<file path="config.mk">
export PLATFORM = sky130hd
export DESIGN_NAME = lkrt_ctrl
export DESIGN_NICKNAME = d
export VERILOG_FILES = /design/src/design/lkrt_pkg.sv /design/src/design/lkrt_ctrl.sv
export SDC_FILE = /design/constraint.sdc
export NUM_CORES = 1
export LEC_CHECK = 0
export BUFFER_PORTS_ARGS = -buffer_cell sky130_fd_sc_hd__buf_4
export CAP_MARGIN = 20
export CORE_MARGIN = 10
export CORE_UTILIZATION = 35
export CTS_CLUSTER_DIAMETER = 120
export DETAILED_ROUTE_END_ITERATION = 8
export PLACE_DENSITY = 0.61
export SLEW_MARGIN = 20
export SYNTH_ARGS = -nofsm -noshare
export SYNTH_HDL_FRONTEND = slang
export SYNTH_SLANG_ARGS = --single-unit
</file>
<file path="constraint.sdc">
create_clock -name i_clk -period 2 [get_ports i_clk]
set_input_delay 0.2 -clock i_clk [delete_from_list [all_inputs] [get_ports i_clk]]
set_output_delay 0.2 -clock i_clk [all_outputs]
set_load 0.02 [all_outputs]
</file>
<file path="src/design/lkrt_pkg.sv">
package lkrt_pkg;

    localparam int FIELD_W = 64;
    localparam int STAMP_W = 32;
    localparam int USES_W  = 16;
    localparam int SLOT_W  = 5;
    localparam int OCC_W   = 6;
    localparam int RANK_W  = 5;

    localparam logic [STAMP_W-1:0] STAMP_MAX = '1;
    localparam logic [USES_W-1:0]  USES_MAX  = '1;

    typedef enum logic [2:0] {
        CMD_ADD    = 3'd0,
        CMD_SET    = 3'd1,
        CMD_REMOVE = 3'd2,
        CMD_FIND   = 3'd3,
        CMD_TOUCH  = 3'd4,
        CMD_RANK   = 3'd5,
        CMD_CLEAR  = 3'd6
    } t_cmd;

    typedef enum logic [1:0] {
        ST_OK   = 2'd0,
        ST_MISS = 2'd1,
        ST_BAD  = 2'd2
    } t_status;

    typedef enum logic [1:0] {
        RES_DONE  = 2'd0,
        RES_SCAN  = 2'd1,
        RES_FETCH = 2'd2
    } t_res;

    typedef struct packed {
        logic load;
        logic decode;
        logic scan_start;
        logic scan_issue;
        logic resolve;
        logic fetch;
        logic update;
    } t_ctl;

    typedef struct packed {
        t_res dec_res;
        t_res scan_res;
        logic addr_last;
    } t_st;

endpackage

</file>
<file path="src/design/lkrt_ctrl.sv">
module lkrt_ctrl (
    input  logic           i_clk,
    input  logic           i_rst_n,
    input  logic           i_start,
    output logic           o_busy,
    output logic           o_strobe,
    output lkrt_pkg::t_ctl o_ctl,
    input  lkrt_pkg::t_st  i_st
);
    import lkrt_pkg::*;

    typedef enum logic [7:0] {
        S_IDLE    = 8'b0000_0001,
        S_DECODE  = 8'b0000_0010,
        S_SCAN    = 8'b0000_0100,
        S_DRAIN   = 8'b0000_1000,
        S_RESOLVE = 8'b0001_0000,
        S_FETCH   = 8'b0010_0000,
        S_UPDATE  = 8'b0100_0000,
        S_RESP    = 8'b1000_0000
    } t_state;

    t_state r_state;
    t_state n_state;

    always_comb begin
        n_state = r_state;
        o_ctl   = '0;
        case (r_state)
            S_IDLE: begin
                if (i_start) begin
                    o_ctl.load = 1'b1;
                    n_state    = S_DECODE;
                end
            end
            S_DECODE: begin
                o_ctl.decode = 1'b1;
                case (i_st.dec_res)
                    RES_SCAN: begin
                        o_ctl.scan_start = 1'b1;
                        n_state          = S_SCAN;
                    end
                    RES_FETCH: n_state = S_FETCH;
                    default:   n_state = S_RESP;
                endcase
            end
            S_SCAN: begin
                o_ctl.scan_issue = 1'b1;
                if (i_st.addr_last) begin
                    n_state = S_DRAIN;
                end
            end
            S_DRAIN: n_state = S_RESOLVE;
            S_RESOLVE: begin
                o_ctl.resolve = 1'b1;
                case (i_st.scan_res)
                    RES_SCAN: begin
                        o_ctl.scan_start = 1'b1;
                        n_state          = S_SCAN;
                    end
                    RES_FETCH: n_state = S_FETCH;
                    default:   n_state = S_RESP;
                endcase
            end
            S_FETCH: begin
                o_ctl.fetch = 1'b1;
                n_state     = S_UPDATE;
            end
            S_UPDATE: begin
                o_ctl.update = 1'b1;
                n_state      = S_RESP;
            end
            S_RESP:  n_state = S_IDLE;
            default: n_state = S_IDLE;
        endcase
    end

    always_ff @(posedge i_clk) begin
        if (!i_rst_n) begin
            r_state <= S_IDLE;
        end else begin
            r_state <= n_state;
        end
    end

    assign o_busy   = (r_state != S_IDLE);
    assign o_strobe = (r_state == S_RESP);

endmodule

</file>
=== After elaboration in Yosys (flattened, before gate mapping) ===
Cells that the tools add are included.

* Register bits: 8
* Bits of input ports: 8
* Output and inout port bits: 9
* Logic and storage cells: 32

* Equal/unequal tests: 15
* Mux-type cells: 15
* Reduce and logical (&&, ||, !) cells: 1

{| class="wikitable"
|+ Operator list
! cell !! number
|-
| case mux 8 bit (7 select lines) || 1
|-
| case mux 8 bit (2 select lines) || 2
|-
| 2-to-1 mux 8 bit || 2
|-
| 2-to-1 mux 1 bit || 9
|-
| == test 8 x 1 -> 1 bit (second input constant) || 1
|-
| == test 8 x 2 -> 1 bit (second input constant) || 1
|-
| == test 8 x 3 -> 1 bit (second input constant) || 1
|-
| == test 8 x 4 -> 1 bit (second input constant) || 1
|-
| == test 8 x 5 -> 1 bit (second input constant) || 1
|-
| == test 8 x 6 -> 1 bit (second input constant) || 1
|-
| == test 8 x 7 -> 1 bit (second input constant) || 1
|-
| == test 8 bit (second input constant) || 1
|-
| inequality test 8 x 1 -> 1 bit (second input constant) || 1
|-
| == test 2 x 1 -> 1 bit (second input constant) || 2
|-
| == test 2 bit (second input constant) || 2
|-
| inequality test 2 bit (second input constant) || 2
|-
| case mux 1 bit (2 select lines) || 1
|-
| AND reduction 2 bit || 1
|}

=== Longest topological paths before layout ===
* Depth after elaboration: 3
* Gate-level depth with buffers: 5
* Gate-level depth less buffers: 5

=== Worst setup path before layout ===
OpenSTA, ideal clock, no wires.

* Path type: register to output
* Start: register r_state[2]
* End: output port o_ctl[4] (netlist name)
* Setup slack: 0.102 ns
* Arrival: 1.698 ns
* Data required time: 1.800 ns
* Path buffers: 0
* Cell stages (with the launch flop): 4
* Path through: dfxtp_1 > or4_4 > nor4_4 > a22o_1

{| class="wikitable"
|+ RTL lines
! what !! line !! RTL
|-
| start, declared || lkrt_ctrl.sv:23 || <nowiki>t_state r_state;</nowiki>
|-
| start signal, assigned || lkrt_ctrl.sv:82 || <nowiki>r_state <= n_state;</nowiki>
|-
| end, declared || lkrt_ctrl.sv:7 || <nowiki>output lkrt_pkg::t_ctl o_ctl,</nowiki>
|}

==> impl_metrics.ini <==
[drt]
route.detailed.vias_per_inst = 4.942
dr.first_iter.drc_count = 10
firstDrtPassIters = 2
vias = 509
routed_wirelength_um = 1457
post-route-drc-count = 0
wl_per_cell_um = 14.15
detail-route-antenna-nets = 0

[sta]
worst_slew_margin_rel = 0.7157
skew_ps = 0.2154
setup_repair_after_global_routing_missed_its_margin = true
max_clock_freq_mhz = 485.1
post_route_worst_setup_slack_ps = -61.29
timing.final.crit_period_ps = 2061
finalCritPeriodShare = 1.031
max_slew.worst_pin.slew_ps = 425.9
hold_violations = 0
final-setup-viol-count = 3
slew_viol_final = 0

[global_route]
grt_overflow_total = 0
globalRouteMet3Util = 0.02754
grt_pass1_vias = 545
grt.total_usage = 0.08825
grt_pass1_wl_um = 2442
grt_busiest_layer = met2
grt_max_degree = 7
grtUsageMet2 = 0.1397
use_met1 = 0.1024
grt_antenna_before_repair = 0

[critical_path]
timing_worst_setup_path_type = register to output pin
critical_path_required_time_ps = 1800
crit_arrival_ps = 1860
cp-end-kind = output pin
crit_fanout = 4
crit_path_start_kind = register

[synthesis]
netlist-cell-type-count = 28
synth_cells = 57
syn_area_um2 = 550.5
synth_sequential_area_ratio = 0.2909
synth-seq-cells = 8
syn_area_per_cell_um2 = 9.658
yosys_warnings = 0
synthesized_nets = 70

[worst_hold_path]
path_type_of_the_worst_min_delay_path = input port to register

[final_layout]
num-nets-final = 102
layout.cells.most_common = buf_4
mostFrequentLayoutCells = buf_4, inv_1, dfxtp_1, nand2_1, ha_1
insertedDiodeCount = 0
regMostFlops = r_state
top_regs = r_state x8
largest_reg_flops = 8
finish.cell_count_without_fillers = 103
final_layout_size_suffix_gt1_frac = 0.4828
area_delta_synth_final_pct = 47.73

[power_and_ir_drop]
totalPowerFinal_uw = 398.4
leakagePower_nw = 0.3742
power_density_nw_per_um2 = 489.9
vdd.ir_drop.worst_mv = 0.2266

[clock_tree]
clk_latency_ps = 250
cts.clk_slew.worst_paths_ps = 60
numCtsBuffers = 3
max_h_tree_level = 1
cts_num_sinks = 8
clk_path_buf_depth = 2
clock_root_buffer = clkbuf_4
post_cts_hold_buffer_count = 0
cts_tree = yes

[placement]
placedCellCount = 91
pre_cts_slack_ps = 167.4
dp_hpwl_um = 1131
routability_congestion_estimate = 0.7970
port-buffer-count = 16

[floorplanning]
top_level_i_o_count = 17
placeableCoreArea_um2 = 1489
die_w_um = 59.66
initial_util = 0.3697
die_area_um2 = 3559
std_cell_rows = 14
die_h_um = 59.66

[flow_run]
max_cap_viol_count = 0

[status]
failing_checks = negative setup slack
outcome = finished with violations
## cells in the mapped netlist
cell type,n,area share
o21a_1,1,0.014
inv_2,1,0.0068
nand4b_1,1,0.016
and3_1,1,0.011
nor3_1,1,0.0091
or3_4,1,0.020
and3_2,1,0.014
nor4_2,1,0.023
nor3b_2,1,0.023
or4b_1,1,0.018
nor3b_1,2,0.027
inv_1,6,0.041
and2_2,1,0.014
a22oi_1,2,0.027
dfxtp_1,8,0.29
and2_1,1,0.011
or4_4,1,0.020
o22ai_1,1,0.011
nand2_1,5,0.034
a21oi_1,1,0.0091
nand2b_1,3,0.034
a31oi_1,1,0.011
nor2_1,3,0.020
xnor2_1,2,0.032
nor4_4,3,0.12
a22o_1,1,0.016
ha_1,5,0.11
o41ai_1,1,0.016
## layout make-up
| type | instances | area [um^2] |
|---|---|---|
| Fill cell | 142 | 675.6 |
| Clock buffer | 3 | 22.52 |
| Timing Repair Buffer | 27 | 210.2 |
| Tap cell | 16 | 20.02 |
| Sequential cell | 8 | 162.7 |
| Inverter | 7 | 26.28 |
| Multi-Input combinational cell | 42 | 371.6 |
## kinds of logic (layout without fill, tap and decap cells)
| kind of cell | after synthesis | count (layout) | share of synthesized area |
|---|---|---|---|
| and+or+nand+nor | 27 | 27 | 0.4114 |
| AOI/OAI and AO/OA | 8 | 8 | 0.1046 |
| DFF | 8 | 8 | 0.2909 |
| buffers and inverters | 7 | 37 | 0.04772 |
| adders and majority gates | 5 | 5 | 0.1136 |
| xor gates and xnor gates | 2 | 2 | 0.03182 |
## worst paths after layout
path / start / endpoint / slack [ps] / cells past startpoint
worst max-delay path: r_state[6] / o_ctl[1] / -60 / 4
worst min-delay path: i_st[0] / r_state[3] / 200 / 2
worst max register to register: r_state[6] / r_state[7] / 110 / 8
worst min register to register: r_state[2] / r_state[4] / 470 / 1
## metrics by stage
stage	hold WS, ps	utilization	TNS [ps]	cell area, um^2
3_5_place_dp	451.0	0.4740	0	705.7
5_1_grt	208.9	0.5462	-389.7	813.3
2_1_floorplan	321.7	-	0	550.5
6_report	195.2	0.5462	-75.15	813.3
4_1_cts	195.9	0.5210	-93.59	775.7
3_3_place_gp	452.3	0.4740	0	705.7
## per-layer routing
metal / part of all wire / wire length [um]
met5: 0 / 0
met4: 0.021 / 31
met3: 0.053 / 77
met2: 0.48 / 694
met1: 0.45 / 653
## power breakdown
part	total (mW)	switching [mW]	internal [mW]
Clock	0.125	0.0563	0.0688
Combinational	0.100	0.0477	0.0528
Sequential	0.173	0.00857	0.164
## worst max-delay path: stages (launching register included)
cell and delay (ps):
dfxtp_2 320, or4_4 560, or3_4 400, nor3b_4 190
buf_6 140
## what timing repair did
action | 4_1_cts | 5_1_grt
setup buffers | 6 | 3
pin swaps | 7 | 2
resized for setup | 2 | 4
setup endpoints to repair | 3 | 6
Note: power is estimated with default switching activity, not from simulation.
